==> config.mk <==
export PLATFORM = sky130hd
export DESIGN_NAME = i2c_bit_level_master_top
export DESIGN_NICKNAME = d
export VERILOG_FILES = /design/src/hdl/i2cbm_pkg.sv /design/src/hdl/i2cbm_front.sv /design/src/hdl/i2cbm_engine.sv /design/src/hdl/i2c_bit_level_master_top.sv
export SDC_FILE = /design/constraint.sdc
export NUM_CORES = 1
export LEC_CHECK = 0
export BUFFER_PORTS_ARGS = -buffer_cell sky130_fd_sc_hd__buf_2
export CAP_MARGIN = 20
export CORE_AREA = 2 2 119 121
export CTS_CLUSTER_SIZE = 30
export DETAILED_ROUTE_END_ITERATION = 7
export DIE_AREA = 0 0 121 123
export GPL_TIMING_DRIVEN = 0
export HOLD_SLACK_MARGIN = 0.12
export SETUP_SLACK_MARGIN = 0.15
export SKIP_LAST_GASP = 1
export SYNTH_ARGS = -nofsm -noshare
export SYNTH_HDL_FRONTEND = slang
export SYNTH_SLANG_ARGS = --single-unit
==> constraint.sdc <==
create_clock -name clk -period 4.4 [get_ports clk]
set_clock_uncertainty 0.1 [all_clocks]
set_input_delay 0.22 -clock clk [delete_from_list [all_inputs] [get_ports clk]]
set_output_delay 0.22 -clock clk [all_outputs]
set_load 0.03 [all_outputs]
==> src/hdl/i2cbm_pkg.sv <==
// Shared types and constants for the I2C bit-level master.
`timescale 1ns / 1ps
`default_nettype none
package i2cbm_pkg;

	localparam int DELAY_BITS_DEF = 16;
	localparam int HP_W           = 16;
	localparam logic [HP_W-1:0] HP_RESET = 16'd255;

	localparam int IN_DATA_W  = 16;
	localparam int IN_USER_W  = 3;
	localparam int OUT_DATA_W = 16;

	localparam int QDEPTH = 2;
	localparam int QAW    = (QDEPTH > 1) ? $clog2(QDEPTH) : 1;
	localparam int QCW    = $clog2(QDEPTH + 1);

	typedef enum logic [1:0] {
		OP_START = 2'd0,
		OP_STOP  = 2'd1,
		OP_WRITE = 2'd2,
		OP_READ  = 2'd3
	} op_t;

	typedef enum logic [3:0] {
		PH_IDLE        = 4'd0,
		PH_START_A     = 4'd1,
		PH_START_B     = 4'd2,
		PH_STOP_A      = 4'd3,
		PH_STOP_B      = 4'd4,
		PH_WR_DATA     = 4'd5,
		PH_WR_HIGH     = 4'd6,
		PH_WR_ACK_LOW  = 4'd7,
		PH_WR_ACK_HIGH = 4'd8,
		PH_RD_HIGH     = 4'd9,
		PH_RD_LOW      = 4'd10,
		PH_RD_ACK_LOW  = 4'd11,
		PH_RD_ACK_HIGH = 4'd12
	} phase_t;

	localparam logic [3:0] BITS_PER_BYTE = 4'd8;

	typedef struct packed {
		logic       cmd_valid;
		op_t        opcode;
		logic [7:0] write_byte;
		logic       ack_to_send;
		logic       sda_in;
	} item_t;

	typedef struct packed {
		logic       ack_seen;
		logic [7:0] read_byte;
		logic       done_res;
		logic       busy_res;
		logic       sda_out;
		logic       scl_out;
	} res_t;

endpackage
`default_nettype wire

==> src/hdl/i2cbm_front.sv <==
// Input side: unpacks stream words into commands and queues them for the bit engine.
`timescale 1ns / 1ps
`default_nettype none
module i2cbm_front (
	input  wire logic                             clk,
	input  wire logic                             arst_n,
	input  wire logic                             s_axis_tvalid,
	output logic                                  s_axis_tready,
	input  wire logic [i2cbm_pkg::IN_DATA_W-1:0] s_axis_tdata,
	input  wire logic [i2cbm_pkg::IN_USER_W-1:0] s_axis_tuser,
	output logic                                  q_valid,
	output i2cbm_pkg::item_t                      q_item,
	input  wire logic                             q_pop
);

	i2cbm_pkg::item_t                fifo_q [i2cbm_pkg::QDEPTH];
	logic [i2cbm_pkg::QAW-1:0]       wr_ptr_q;
	logic [i2cbm_pkg::QAW-1:0]       rd_ptr_q;
	logic [i2cbm_pkg::QCW-1:0]       count_q;
	i2cbm_pkg::item_t                in_item;
	logic                            push;
	logic                            pop;

	always_comb begin
		in_item.cmd_valid   = s_axis_tuser[0];
		in_item.opcode      = i2cbm_pkg::op_t'(s_axis_tuser[2:1]);
		in_item.write_byte  = s_axis_tdata[7:0];
		in_item.ack_to_send = s_axis_tdata[8];
		in_item.sda_in      = s_axis_tdata[9];
	end

	assign s_axis_tready = (count_q != i2cbm_pkg::QCW'(i2cbm_pkg::QDEPTH));
	assign push          = s_axis_tvalid && s_axis_tready;
	assign q_valid       = (count_q != '0);
	assign pop           = q_pop && q_valid;
	assign q_item        = fifo_q[rd_ptr_q];

	always_ff @(posedge clk) begin
		if (push) begin
			fifo_q[wr_ptr_q] <= in_item;
		end
	end

	always_ff @(posedge clk or negedge arst_n) begin
		if (!arst_n) begin
			wr_ptr_q <= '0;
			rd_ptr_q <= '0;
			count_q  <= '0;
		end else begin
			if (push) begin
				wr_ptr_q <= (wr_ptr_q == i2cbm_pkg::QAW'(i2cbm_pkg::QDEPTH - 1)) ?
					'0 : wr_ptr_q + 1'b1;
			end
			if (pop) begin
				rd_ptr_q <= (rd_ptr_q == i2cbm_pkg::QAW'(i2cbm_pkg::QDEPTH - 1)) ?
					'0 : rd_ptr_q + 1'b1;
			end
			if (push && !pop) begin
				count_q <= count_q + 1'b1;
			end else if (pop && !push) begin
				count_q <= count_q - 1'b1;
			end
		end
	end

	a_count_range: assert property (@(posedge clk) disable iff (!arst_n)
		count_q <= i2cbm_pkg::QCW'(i2cbm_pkg::QDEPTH))
		else $error("queue count out of range");

endmodule
`default_nettype wire

==> src/hdl/i2cbm_engine.sv <==
// Bit engine: steps the I2C pin sequencer once per queued word and registers the result.
`timescale 1ns / 1ps
`default_nettype none
module i2cbm_engine #(
	parameter int DELAY_BITS = i2cbm_pkg::DELAY_BITS_DEF
) (
	input  wire logic                              clk,
	input  wire logic                              arst_n,
	input  wire logic                              cfg_we,
	input  wire logic [i2cbm_pkg::HP_W-1:0]       cfg_wdata,
	input  wire logic                              q_valid,
	input  wire i2cbm_pkg::item_t                  q_item,
	output logic                                   q_pop,
	output logic                                   m_axis_tvalid,
	input  wire logic                              m_axis_tready,
	output logic [i2cbm_pkg::OUT_DATA_W-1:0]      m_axis_tdata
);

	localparam int CW = (DELAY_BITS > i2cbm_pkg::HP_W) ? DELAY_BITS : i2cbm_pkg::HP_W;

	logic [i2cbm_pkg::HP_W-1:0] half_period_q;
	i2cbm_pkg::phase_t          phase_q, phase_d;
	logic [DELAY_BITS-1:0]      dly_q, dly_d, dly_dec, dly_load;
	logic [3:0]                 bit_idx_q, bit_idx_d, bit_inc;
	logic [7:0]                 shift_q, shift_d, shift_up;
	logic                       scl_q, scl_d;
	logic                       sda_q, sda_d;
	logic                       ack_q, ack_d;
	logic                       ack_lvl_q, ack_lvl_d;
	logic [7:0]                 read_hold_q, read_hold_d;
	logic                       done_d;
	logic                       fire;
	logic                       out_valid_q;
	i2cbm_pkg::res_t            res_d;
	i2cbm_pkg::res_t            res_q;
	logic [CW-1:0]              hp_ext;
	logic [CW-1:0]              cap_ext;

	assign hp_ext  = CW'(half_period_q);
	assign cap_ext = CW'({DELAY_BITS{1'b1}});

	always_comb begin
		if (half_period_q == '0) begin
			dly_load = DELAY_BITS'(1);
		end else if (hp_ext > cap_ext) begin
			dly_load = {DELAY_BITS{1'b1}};
		end else begin
			dly_load = DELAY_BITS'(hp_ext);
		end
	end

	assign fire  = q_valid && (!out_valid_q || m_axis_tready);
	assign q_pop = fire;

	assign dly_dec  = (dly_q != '0) ? dly_q - 1'b1 : dly_q;
	assign bit_inc  = bit_idx_q + 1'b1;
	assign shift_up = {shift_q[6:0], 1'b0};

	always_comb begin
		phase_d     = phase_q;
		dly_d       = dly_q;
		bit_idx_d   = bit_idx_q;
		shift_d     = shift_q;
		scl_d       = scl_q;
		sda_d       = sda_q;
		ack_d       = ack_q;
		ack_lvl_d   = ack_lvl_q;
		read_hold_d = read_hold_q;
		done_d      = 1'b0;

		if (phase_q == i2cbm_pkg::PH_IDLE) begin
			if (q_item.cmd_valid) begin
				ack_lvl_d = q_item.ack_to_send;
				bit_idx_d = '0;
				dly_d     = dly_load;
				case (q_item.opcode)
					i2cbm_pkg::OP_START: begin
						sda_d   = 1'b1;
						scl_d   = 1'b1;
						phase_d = i2cbm_pkg::PH_START_A;
					end
					i2cbm_pkg::OP_STOP: begin
						sda_d   = 1'b0;
						scl_d   = 1'b1;
						phase_d = i2cbm_pkg::PH_STOP_A;
					end
					i2cbm_pkg::OP_WRITE: begin
						shift_d = q_item.write_byte;
						sda_d   = q_item.write_byte[7];
						phase_d = i2cbm_pkg::PH_WR_DATA;
					end
					default: begin
						shift_d = '0;
						sda_d   = 1'b1;
						scl_d   = 1'b1;
						phase_d = i2cbm_pkg::PH_RD_HIGH;
					end
				endcase
			end
		end else begin
			dly_d = dly_dec;
			if (dly_dec == '0) begin
				dly_d = dly_load;
				case (phase_q)
					i2cbm_pkg::PH_START_A: begin
						sda_d   = 1'b0;
						phase_d = i2cbm_pkg::PH_START_B;
					end
					i2cbm_pkg::PH_START_B: begin
						scl_d  = 1'b0;
						done_d = 1'b1;
					end
					i2cbm_pkg::PH_STOP_A: begin
						sda_d   = 1'b1;
						phase_d = i2cbm_pkg::PH_STOP_B;
					end
					i2cbm_pkg::PH_STOP_B: begin
						done_d = 1'b1;
					end
					i2cbm_pkg::PH_WR_DATA: begin
						scl_d   = 1'b1;
						phase_d = i2cbm_pkg::PH_WR_HIGH;
					end
					i2cbm_pkg::PH_WR_HIGH: begin
						scl_d     = 1'b0;
						shift_d   = shift_up;
						bit_idx_d = bit_inc;
						if (bit_inc >= i2cbm_pkg::BITS_PER_BYTE) begin
							sda_d   = 1'b1;
							phase_d = i2cbm_pkg::PH_WR_ACK_LOW;
						end else begin
							sda_d   = shift_up[7];
							phase_d = i2cbm_pkg::PH_WR_DATA;
						end
					end
					i2cbm_pkg::PH_WR_ACK_LOW: begin
						scl_d   = 1'b1;
						phase_d = i2cbm_pkg::PH_WR_ACK_HIGH;
					end
					i2cbm_pkg::PH_WR_ACK_HIGH: begin
						ack_d  = q_item.sda_in;
						scl_d  = 1'b0;
						done_d = 1'b1;
					end
					i2cbm_pkg::PH_RD_HIGH: begin
						shift_d   = {shift_q[6:0], q_item.sda_in};
						scl_d     = 1'b0;
						bit_idx_d = bit_inc;
						phase_d   = i2cbm_pkg::PH_RD_LOW;
					end
					i2cbm_pkg::PH_RD_LOW: begin
						if (bit_idx_q >= i2cbm_pkg::BITS_PER_BYTE) begin
							sda_d   = ack_lvl_q;
							phase_d = i2cbm_pkg::PH_RD_ACK_LOW;
						end else begin
							scl_d   = 1'b1;
							phase_d = i2cbm_pkg::PH_RD_HIGH;
						end
					end
					i2cbm_pkg::PH_RD_ACK_LOW: begin
						scl_d   = 1'b1;
						phase_d = i2cbm_pkg::PH_RD_ACK_HIGH;
					end
					i2cbm_pkg::PH_RD_ACK_HIGH: begin
						scl_d       = 1'b0;
						read_hold_d = shift_q;
						done_d      = 1'b1;
					end
					default: begin
						dly_d   = dly_dec;
						phase_d = i2cbm_pkg::PH_IDLE;
					end
				endcase
				if (done_d) begin
					dly_d   = dly_dec;
					phase_d = i2cbm_pkg::PH_IDLE;
				end
			end
		end

		res_d.scl_out   = scl_d;
		res_d.sda_out   = sda_d;
		res_d.busy_res  = (phase_d != i2cbm_pkg::PH_IDLE);
		res_d.done_res  = done_d;
		res_d.read_byte = read_hold_d;
		res_d.ack_seen  = ack_d;
	end

	always_ff @(posedge clk or negedge arst_n) begin
		if (!arst_n) begin
			half_period_q <= i2cbm_pkg::HP_RESET;
		end else if (cfg_we) begin
			half_period_q <= cfg_wdata;
		end
	end

	always_ff @(posedge clk or negedge arst_n) begin
		if (!arst_n) begin
			phase_q     <= i2cbm_pkg::PH_IDLE;
			dly_q       <= '0;
			bit_idx_q   <= '0;
			shift_q     <= '0;
			scl_q       <= 1'b1;
			sda_q       <= 1'b1;
			ack_q       <= 1'b1;
			ack_lvl_q   <= 1'b0;
			read_hold_q <= '0;
		end else if (fire) begin
			phase_q     <= phase_d;
			dly_q       <= dly_d;
			bit_idx_q   <= bit_idx_d;
			shift_q     <= shift_d;
			scl_q       <= scl_d;
			sda_q       <= sda_d;
			ack_q       <= ack_d;
			ack_lvl_q   <= ack_lvl_d;
			read_hold_q <= read_hold_d;
		end
	end

	always_ff @(posedge clk or negedge arst_n) begin
		if (!arst_n) begin
			out_valid_q <= 1'b0;
		end else if (fire) begin
			out_valid_q <= 1'b1;
		end else if (m_axis_tready) begin
			out_valid_q <= 1'b0;
		end
	end

	always_ff @(posedge clk) begin
		if (fire) begin
			res_q <= res_d;
		end
	end

	assign m_axis_tvalid = out_valid_q;
	assign m_axis_tdata  = i2cbm_pkg::OUT_DATA_W'(res_q);

	a_done_not_busy: assert property (@(posedge clk) disable iff (!arst_n)
		fire && res_d.done_res |-> !res_d.busy_res)
		else $error("command completed while still busy");

	a_active_delay: assert property (@(posedge clk) disable iff (!arst_n)
		phase_q != i2cbm_pkg::PH_IDLE |-> dly_q != '0)
		else $error("active phase with empty delay counter");

	a_bit_idx_range: assert property (@(posedge clk) disable iff (!arst_n)
		bit_idx_q <= i2cbm_pkg::BITS_PER_BYTE)
		else $error("bit index beyond one byte");

	a_hold_idle_state: assert property (@(posedge clk) disable iff (!arst_n)
		!fire |=> $stable(phase_q) && $stable(dly_q))
		else $error("engine state moved without a word");

endmodule
`default_nettype wire

==> src/hdl/i2c_bit_level_master_top.sv <==
// Top level of the I2C bit-level master: command queue front and bit engine back.
// Path: an accepted word is written into the front queue, then stepped by the engine into its m_axis result register.
// Throughput: one word per cycle unless m_axis back-pressure stalls the engine; each word is
// one tick of the bit engine, a single step through the pin sequencer.
// Reset (arst_n low): queue and output emptied, engine idle with SCL and SDA released,
// read byte 0, acknowledge seen 1, half period 255.
`timescale 1ns / 1ps
`default_nettype none
module i2c_bit_level_master_top #(
	parameter int DELAY_BITS = i2cbm_pkg::DELAY_BITS_DEF
) (
	input  wire logic                              clk,
	input  wire logic                              arst_n,
	input  wire logic                              cfg_we,
	input  wire logic [i2cbm_pkg::HP_W-1:0]       cfg_wdata,
	input  wire logic                              s_axis_tvalid,
	output logic                                   s_axis_tready,
	// write_byte[7:0], ack_to_send[8], sda_in[9], zero[15:10]
	input  wire logic [i2cbm_pkg::IN_DATA_W-1:0]  s_axis_tdata,
	// cmd_valid[0], opcode[2:1]
	input  wire logic [i2cbm_pkg::IN_USER_W-1:0]  s_axis_tuser,
	output logic                                   m_axis_tvalid,
	input  wire logic                              m_axis_tready,
	// scl_out[0], sda_out[1], busy_res[2], done_res[3], read_byte[11:4], ack_seen[12],
	// zero[15:13]
	output logic [i2cbm_pkg::OUT_DATA_W-1:0]      m_axis_tdata
);

	logic             q_valid;
	logic             q_pop;
	i2cbm_pkg::item_t q_item;

	i2cbm_front u_front (
		.clk           (clk),
		.arst_n        (arst_n),
		.s_axis_tvalid (s_axis_tvalid),
		.s_axis_tready (s_axis_tready),
		.s_axis_tdata  (s_axis_tdata),
		.s_axis_tuser  (s_axis_tuser),
		.q_valid       (q_valid),
		.q_item        (q_item),
		.q_pop         (q_pop)
	);

	i2cbm_engine #(
		.DELAY_BITS (DELAY_BITS)
	) u_engine (
		.clk           (clk),
		.arst_n        (arst_n),
		.cfg_we        (cfg_we),
		.cfg_wdata     (cfg_wdata),
		.q_valid       (q_valid),
		.q_item        (q_item),
		.q_pop         (q_pop),
		.m_axis_tvalid (m_axis_tvalid),
		.m_axis_tready (m_axis_tready),
		.m_axis_tdata  (m_axis_tdata)
	);

endmodule
`default_nettype wire
==> flow_summary.yaml, run 1 <==
status:
  status: "finished, final reports clean"
global_route:
  gr-total-overflow: 0
  grt_first_pass_wirelength_um: 20300
  antenna_found_initial: 0
  grt_pass1_vias: 4011
  grt_max_degree: 66
  grt_util_all_layers_pct: 17.6
die:
  die_x_um: 121
  die_y_um: 123
  die_area_um2: 14900
  start_util_pct: 39.3
  fp-row-count: 43
  coreArea_um2: 13600
  io_pins: 58
clock_tree:
  clk_latency_ns: 0.36
  cts.sinks: 104
  cts_tree: "done"
  clock_path_buffers: 2
  cts_made_buffers: 9
  clkTransAtPathRegs_ns: 0.08
  cts-root-buf: "clkbuf_16"
  cts_max_level: 3
logic_synthesis:
  ys_seq_area_share_pct: 52.6
  yosysUniqueCellTypes: 68
  synth.most_common_cell: "dfrtp_1"
  synth_enable_flop_cells: 39
  postSynth.asyncResetShare_pct: 62.5
  synthCells: 486
  netlist.top_cell.by_area: "dfrtp_1"
  synth.avg_cell_area_um2: 11.0
  synth_top_area_share_pct: 25.3
  yosys_warnings: 0
  synth_area_leaders: "dfrtp_1 25%, edfxtp_1 22%, mux2_2 5.9%, dfstp_2 5.4%, mux2i_1 4.3%"
  synth_common_cells: "54 x dfrtp_1, 39 x edfxtp_1, 37 x nand2_1"
  ys.flop_type: "dfrtp_1"
  yosys_register_bits: 104
  synthesis.area_um2: 5350
timing:
  rsz0062_at_grt: "false"
  layout_worst_path_cycle_share_pct: 92.4
  final-hold-violation-count: 0
  worst_slack_ns: 0.336
  hold_slack_ns: 0.248
  fmax_mhz: 246
  min_period_ns: 4.06
  setup_viol: 0
  drv_slew: 0
  slew_headroom_pct: 43.1
  worstMarginPinSlew_ns: 0.853
worst_setup_path:
  crit_family: "simple AND/OR/NAND/NOR gates"
  critical_path_depth: 11
  path_cells: "inv_1, ha_2, or3b_4, nor4_4, o21ai_1, or4_1, or3b_1, buf_2, a221o_1, a21o_1, or4_1"
  r2r_slack_ns: 0.34
  critical_path_required_ns: 4.40
  path_common_cell: "or4_1"
  crit_fanout: 10
  critPathMaxStageDelay_ns: 0.57
  critPathSlowestCell: "or4_1"
  cp-end-kind: "flip-flop"
  worstSetupPathType: "reg -> reg"
  path_buf_inv: 2
  cp-start-kind: "flip-flop"
  arrival_ns: 4.06
  worst-r2r-cell-count: 11
pwr:
  p_leak_nw: 2.62
  peakVddDrop_mv: 0.251
  power-per-cell-area_nw_per_um2: 544
detailed_routing:
  wirelength_um: 12400
  num_vias: 4145
  ant_nets: 0
  route.detailed.drc: 0
  dr.first_iter.drc_count: 287
  vias_per_cell: 5.40
  first_pass_iters: 5
  wire_per_inst_um: 16.2
final_layout:
  drive_gt1_share_pct: 22.5
  layoutNonFillerInstCount: 767
  final_area_um2: 6470
  diodes: 0
  syn_to_final_growth_pct: 21.1
  nets: 626
  fillers: 1259
min_path:
  worstHoldPathType: "in -> reg"
  whs_path_depth: 2
place:
  dpl.cell_count: 715
  dp_slack_ns: -0.122
  place_congestion: 0.838
  placed_area_um2: 5820
  dp_hpwl_um: 8500
  port_buffers: 47
job:
  maxCapViolCount: 0
[worst paths after layout]
kind                                   start                          to
hold reg to reg             u_front.wr_ptr_q            u_front.wr_ptr_q
setup reg to reg           u_engine.dly_q[0]    u_engine.m_axis_tdata[2]
min in group asynchronous             arst_n          u_engine.dly_q[14]
setup / recovery           u_engine.dly_q[0]    u_engine.m_axis_tdata[2]
max in group asynchronous             arst_n           u_engine.dly_q[0]
hold / removal                        cfg_we  u_engine.half_period_q[15]
[cell type report]
class | instances | area [um^2] | area share (%)
timing repair buffer | 83 | 592 | 9.14
multi-input combinational | 338 | 2340 | 36.2
tap | 180 | 225 | 3.48
inverter | 14 | 52.6 | 0.812
clock buffer | 10 | 229 | 3.54
sequential | 104 | 2810 | 43.4
buffer | 32 | 158 | 2.44
clock inverter | 6 | 61.3 | 0.947
[metrics by stage]
| stage | total power, mW | util [%] | setup TNS [ns] |
|---|---|---|---|
| 2_1_floorplan | 2.35 | - | 0 |
| 3_5_place_dp | 2.71 | 42.7 | -0.622 |
| 3_3_place_gp | 2.70 | 42.7 | -0.660 |
| 6_report | 3.52 | 47.6 | 0 |
| 4_1_cts | 3.53 | 47.3 | 0 |
| 5_1_grt | 3.75 | 47.6 | 0 |
[layer usage]
| layer | vias up | wire, um | track usage [%] |
|---|---|---|---|
| met1 | 2013 | 5750 | 23.7 |
| met3 | 18 | 587 | 3.00 |
| li1 | 1990 | - | - |
| met2 | 124 | 5820 | 28.0 |
| met4 | 0 | 245 | 7.56 |
| met5 | - | 0 | 0 |
[registers in the layout, indices dropped and copies added (netlist names), 2 cells and up]
name,flops
u_front.fifo_q,26
u_engine.dly_q,16
u_engine.half_period_q,16
u_engine.m_axis_tdata,13
u_engine.read_hold_q,8
u_engine.shift_q,8
u_engine.bit_idx_q,4
u_engine.phase_q,4
u_front.count_q,2
[logic make-up (layout without fill, tap and decap cells)]
group,count (synthesis),after routing,synth area share (%)
simple gates,142,142,13.8
compound gates,118,118,14.2
flops,104,104,52.6
mux,59,59,12.5
buf+inv,46,145,3.91
xor+xnor,12,12,1.97
fa+ha+maj,4,4,0.936
other cells,1,3,0.0702
[timing repair]
action / in CTS / in global routing
endpoints found under the setup margin: 18 / 20
hold buffers: 32 / 0
pin swaps: 0 / 2
endpoints found under the hold margin: 98 / 0
setup buffers: 0 / 3
gates resized for setup: 3 / 4
[layout by cell type (no fill, tap or decap), drive strengths merged, types with 8 or more instances in the layout]
| cell | netlist | final |
|---|---|---|
| buf | 10 | 61 |
| o21ai | 38 | 38 |
| clkbuf | 22 | 32 |
| inv | 13 | 16 |
| a21oi | 27 | 27 |
| or3 | 8 | 8 |
| dfstp | 11 | 11 |
| dfrtp | 54 | 54 |
| nor3 | 19 | 19 |
| nor2 | 26 | 26 |
| edfxtp | 39 | 39 |
| mux2i | 23 | 23 |
| nor4 | 9 | 9 |
| dlygate4sd3 | 0 | 32 |
| mux2 | 36 | 36 |
| nand2 | 37 | 37 |
[power breakdown]
group | total [mW] | switching (mW) | internal [mW]
clock | 0.783 | 0.385 | 0.398
sequential | 1.46 | 0.182 | 1.28
combinational | 1.28 | 0.802 | 0.477
Power figures use the tool's default switching activity.
==> run 2: changes to the inputs <==
--- a/config.mk
+++ b/config.mk
@@ -7,10 +7,10 @@
 export LEC_CHECK = 0
 export BUFFER_PORTS_ARGS = -buffer_cell sky130_fd_sc_hd__buf_2
 export CAP_MARGIN = 20
-export CORE_AREA = 2 2 119 121
+export CORE_AREA = 4 4 121 123
 export CTS_CLUSTER_SIZE = 30
 export DETAILED_ROUTE_END_ITERATION = 7
-export DIE_AREA = 0 0 121 123
+export DIE_AREA = 0 0 125 127
 export GPL_TIMING_DRIVEN = 0
 export HOLD_SLACK_MARGIN = 0.12
 export SETUP_SLACK_MARGIN = 0.15
==> flow_summary.yaml, run 2 (same netlist as run 1, synthesis figures left out) <==
status:
  status: "finished, final reports clean"
worst_setup_path:
  cp-end-kind: "flip-flop"
  critPathSlowestCell: "or4_4"
  worstSetupPathType: "reg -> reg"
  r2r_start: "u_engine.dly_q[0]"
  timing.rr.end: "u_engine.m_axis_tdata[2]"
  crit_fanout: 10
  r2r_slack_ns: 0.34
  cp-start-kind: "flip-flop"
  path_buf_inv: 2
  critPathMaxStageDelay_ns: 0.55
  path_cells: "inv_1, ha_2, or3b_4, nor4_4, o21ai_1, or4_4, or3b_1, buf_2, a221o_1, a21o_1, or4_1"
  worst-r2r-cell-count: 11
  arrival_ns: 4.05
  crit_family: "simple AND/OR/NAND/NOR gates"
  critical_path_required_ns: 4.39
global_route:
  gr-total-overflow: 0
  grt_util_all_layers_pct: 16.0
  grt_max_degree: 66
  antenna_found_initial: 0
  grt_pass1_vias: 3963
  grt_first_pass_wirelength_um: 20500
clock_tree:
  cts.sinks: 104
  cts_max_level: 3
  cts_made_buffers: 9
  clock_path_buffers: 2
  cts-root-buf: "clkbuf_16"
  clk_latency_ns: 0.35
  cts_tree: "done"
  clkTransAtPathRegs_ns: 0.07
timing:
  drv_slew: 0
  fmax_mhz: 246
  slew_headroom_pct: 43.1
  layout_worst_path_cycle_share_pct: 92.3
  min_period_ns: 4.06
  setup_viol: 0
  worstMarginPinSlew_ns: 0.853
  final-hold-violation-count: 0
  worst_slack_ns: 0.339
  rsz0062_at_grt: "false"
die:
  coreArea_um2: 13700
  start_util_pct: 39.1
  fp-row-count: 43
  io_pins: 58
  die_y_um: 127
  die_x_um: 125
  die_area_um2: 15900
place:
  placed_area_um2: 5830
  port_buffers: 47
  dp_slack_ns: -0.129
  dp_hpwl_um: 8640
  place_congestion: 0.937
final_layout:
  drive_gt1_share_pct: 22.4
  reg_top3: "u_front.fifo_q: 26 flops, u_engine.dly_q: 16 flops, u_engine.half_period_q: 16 flops"
  syn_to_final_growth_pct: 21.6
  fillers: 1286
  largest_register_ffs: 26
  final_area_um2: 6500
  most-common-layout-cells: "53 x dfrtp_1, 48 x buf_2, 39 x edfxtp_1"
  nets: 623
  diodes: 0
  regMostFlops: "u_front.fifo_q"
  final_common_cell: "dfrtp_1"
min_path:
  worstHoldPathType: "in -> reg"
  worstHoldEndpoint: "u_engine.half_period_q[15]"
  whs_path_depth: 2
  worstHoldStart: "cfg_we"
detailed_routing:
  num_vias: 4159
  vias_per_cell: 5.44
  route.detailed.drc: 0
  wirelength_um: 12300
  ant_nets: 0
  wire_per_inst_um: 16.1
  first_pass_iters: 4
  dr.first_iter.drc_count: 257
pwr:
  power-per-cell-area_nw_per_um2: 557
  p_leak_nw: 2.63
  peakVddDrop_mv: 0.246
  p_total_mw: 3.62
job:
  maxCapViolCount: 0
==> run 2: changes by cell type in the layout (fill, tap and decap cells not counted) <==
| cell | delta |
|---|---|
| buf_4 | -3 |
| bufinv_16 | +2 |
| clkbuf_8 | +1 |
| clkinv_4 | -1 |
| clkinv_8 | -1 |
| inv_6 | -1 |
| nor3b_1 | -1 |
| nor3b_2 | +1 |
| or4_1 | -1 |
| or4_4 | +1 |
==> run 2: stage by stage <==
stage               instances  hold WS (ns)  setup TNS, ns  util (%)
floorplan                 488        -0.176              0         -
global placement          715         0.309         -0.662      42.5
detailed placement        716         0.299         -0.796      42.6
CTS                       764         0.237              0      47.5
global route              764         0.271              0      47.6
finish                    764         0.261              0      47.6
==> run 2: layer usage <==
layer / part of all wire (%) / vias to the layer above / track usage [%]
li1: - / 1991 / -
met1: 47 / 2033 / 21.9
met2: 47 / 114 / 25.4
met3: 4.4 / 21 / 3.18
met4: 2.2 / 0 / 5.99
met5: 0 / - / 0
==> run 2: final cells by class <==
cell class | count | area (um^2) | area share [%]
timing repair buffer | 80 | 569 | 8.76
multi-input combinational | 338 | 2350 | 36.2
inverter | 14 | 52.6 | 0.808
buffer | 32 | 158 | 2.43
clock inverter | 5 | 87.6 | 1.35
sequential | 104 | 2810 | 43.3
tap | 180 | 225 | 3.46
clock buffer | 11 | 243 | 3.73
==> run 2: what timing repair did <==
action	CTS	global route
resized for setup	3	6
hold endpoints to repair	98	0
hold buffers	32	0
pin swaps	0	2
buffers inserted	0	0
endpoints found under the setup margin	18	21
==> run 2: worst max-delay path by stage <==
stage,from,to,slack [ns],cells past startpoint
floorplan,u_engine.dly_q[0],u_engine.m_axis_tdata[2],0.40,11
global placement,u_engine.dly_q[0],u_engine.dly_q[2],-0.11,12
detailed placement,u_engine.dly_q[0],u_engine.dly_q[2],-0.13,12
CTS,u_engine.dly_q[0],u_engine.m_axis_tdata[2],0.17,11
global route,u_engine.dly_q[0],u_engine.m_axis_tdata[2],0.17,11
finish,u_engine.dly_q[0],u_engine.m_axis_tdata[2],0.34,11
==> run 2: power by group <==
group / switching [mW] / internal [mW] / total, mW
registers: 0.180 / 1.28 / 1.46
logic: 0.805 / 0.477 / 1.28
clock network: 0.359 / 0.520 / 0.880
==> run 3: changes to the inputs <==
--- a/config.mk
+++ b/config.mk
@@ -5,7 +5,7 @@
 export SDC_FILE = /design/constraint.sdc
 export NUM_CORES = 1
 export LEC_CHECK = 0
-export BUFFER_PORTS_ARGS = -buffer_cell sky130_fd_sc_hd__buf_2
+export BUFFER_PORTS_ARGS = -buffer_cell sky130_fd_sc_hd__buf_4
 export CAP_MARGIN = 20
 export CORE_AREA = 4 4 121 123
 export CTS_CLUSTER_SIZE = 30
==> flow_summary.yaml, run 3 (same netlist as run 1, synthesis figures left out) <==
status:
  status: "finished, final reports clean"
worst_setup_path:
  arrival_ns: 4.11
  crit_fanout: 10
  worst-r2r-cell-count: 11
  cp-end-kind: "flip-flop"
  startpoint: "u_engine.dly_q[1]"
  r2r_start: "u_engine.dly_q[1]"
  critical_path_required_ns: 4.39
  timing.rr.end: "u_engine.m_axis_tdata[2]"
  cp-start-kind: "flip-flop"
  r2r_slack_ns: 0.28
  worstSetupPathType: "reg -> reg"
clock_tree:
  clk_latency_ns: 0.36
  cts_tree: "done"
  cts_max_level: 3
  cts.sinks: 104
  clkTransAtPathRegs_ns: 0.07
  cts-root-buf: "clkbuf_16"
  clock_path_buffers: 2
  cts_made_buffers: 9
final_layout:
  reg_top3: "u_front.fifo_q: 26 flops, u_engine.dly_q: 16 flops, u_engine.half_period_q: 16 flops"
  diodes: 0
  largest_register_ffs: 26
  regMostFlops: "u_front.fifo_q"
  layoutNonFillerInstCount: 768
  most-common-layout-cells: "56 x buf_4, 53 x dfrtp_1, 39 x edfxtp_1"
  nets: 627
  syn_to_final_growth_pct: 23.9
  drive_gt1_share_pct: 23.0
  final_common_cell: "buf_4"
  final_area_um2: 6620
detailed_routing:
  dr.first_iter.drc_count: 245
  wire_per_inst_um: 16.4
  first_pass_iters: 6
  ant_nets: 0
  vias_per_cell: 5.37
  wirelength_um: 12600
  route.detailed.drc: 0
  num_vias: 4127
place:
  place_congestion: 0.927
  placed_area_um2: 5930
  dp_hpwl_um: 8740
  port_buffers: 47
  dpl.cell_count: 715
die:
  start_util_pct: 39.1
  die_y_um: 127
  die_area_um2: 15900
  coreArea_um2: 13700
  io_pins: 58
  die_x_um: 125
  fp-row-count: 43
timing:
  worstMarginPinSlew_ns: 0.881
  drv_slew: 0
  rsz0062_at_grt: "false"
  layout_worst_path_cycle_share_pct: 93.7
  final-hold-violation-count: 0
  min_period_ns: 4.12
  slew_headroom_pct: 41.3
  fmax_mhz: 243
  setup_viol: 0
global_route:
  grt_first_pass_wirelength_um: 20900
  globalRouteMet1Util_pct: 22.3
  gr-total-overflow: 0
  top_usage_layer: "met2"
  antenna_found_initial: 0
  grt_pass1_vias: 3997
  grt_max_degree: 66
  grt_util_all_layers_pct: 16.4
  gr-usage-met2_pct: 26.3
  use_met3_pct: 3.68
min_path:
  worstHoldEndpoint: "u_engine.half_period_q[2]"
  worstHoldStart: "cfg_we"
  whs_path_depth: 2
  worstHoldPathType: "in -> reg"
job:
  maxCapViolCount: 0
pwr:
  p_total_mw: 3.62
  p_leak_nw: 2.67
  power-per-cell-area_nw_per_um2: 546
  peakVddDrop_mv: 0.236
==> run 3: cell count changes in the layout (fill, tap and decap cells not counted) <==
| cell | before | now |
|---|---|---|
| clkbuf_8 | 1 | 0 |
| buf_2 | 48 | 1 |
| bufinv_16 | 2 | 1 |
| clkinvlp_4 | 1 | 2 |
| buf_6 | 4 | 3 |
| ha_4 | 0 | 1 |
| inv_1 | 13 | 12 |
| inv_2 | 0 | 1 |
| buf_4 | 4 | 56 |
| ha_2 | 1 | 0 |
| clkbuf_1 | 22 | 23 |
==> run 3: worst max path at each step <==
| stage | cells after the start | to | slack (ns) |
|---|---|---|---|
| detailed placement | 12 | u_engine.dly_q[2] | -0.11 |
| floorplan | 11 | u_engine.m_axis_tdata[2] | 0.40 |
| global placement | 12 | u_engine.dly_q[2] | -0.10 |
| finish | 11 | u_engine.m_axis_tdata[2] | 0.28 |
| global route | 11 | u_engine.m_axis_tdata[2] | 0.16 |
| CTS | 11 | u_engine.m_axis_tdata[2] | 0.17 |
==> run 3: metrics by stage <==
step	setup WS [ns]	hold slack (ns)	setup TNS [ns]	util, %
floorplan	0.399	-0.176	0	-
finish	0.278	0.237	0	48.5
detailed placement	-0.108	0.298	-0.511	43.4
global placement	-0.100	0.298	-0.545	43.4
CTS	0.171	0.237	0	48.0
global route	0.160	0.259	0	48.5
==> run 3: final cells by class <==
type / instances / area [um^2]
Buffer: 32 / 160
Clock buffer: 11 / 233
Clock inverter: 5 / 65.1
Fill cell: 1281 / 7040
Inverter: 14 / 52.6
Multi-Input combinational cell: 338 / 2360
Sequential cell: 104 / 2810
Tap cell: 180 / 225
Timing Repair Buffer: 84 / 711
==> run 3: critical path, cell delays in order (launching register included) <==
cell	delay (ns)
dfrtp_1	0.42
inv_1	0.13
ha_4	0.17
or3b_4	0.41
nor4_4	0.34
o21ai_1	0.12
or4_4	0.56
or3b_1	0.38
buf_4	0.18
a221o_1	0.37
a21o_1	0.17
or4_1	0.51
==> run 3: what timing repair did <==
action                                 CTS  global route
setup endpoints to repair               19            21
pin swaps                                1             1
hold buffers                            32             0
endpoints found under the hold margin   98             0
resized for setup                        2            11
setup buffers                            0             4
==> run 3: where the power goes <==
part | internal, mW | switching [mW] | leakage [nW]
sequential | 1.28 | 0.183 | 1.16
clock | 0.448 | 0.360 | 0.138
combinational | 0.527 | 0.820 | 1.37
==> run 3: metal layers <==
layer | routed length (um) | up-vias
li1 | - | 1994
met1 | 5880 | 2017
met2 | 5950 | 100
met3 | 554 | 16
met4 | 189 | 0
met5 | 0 | -
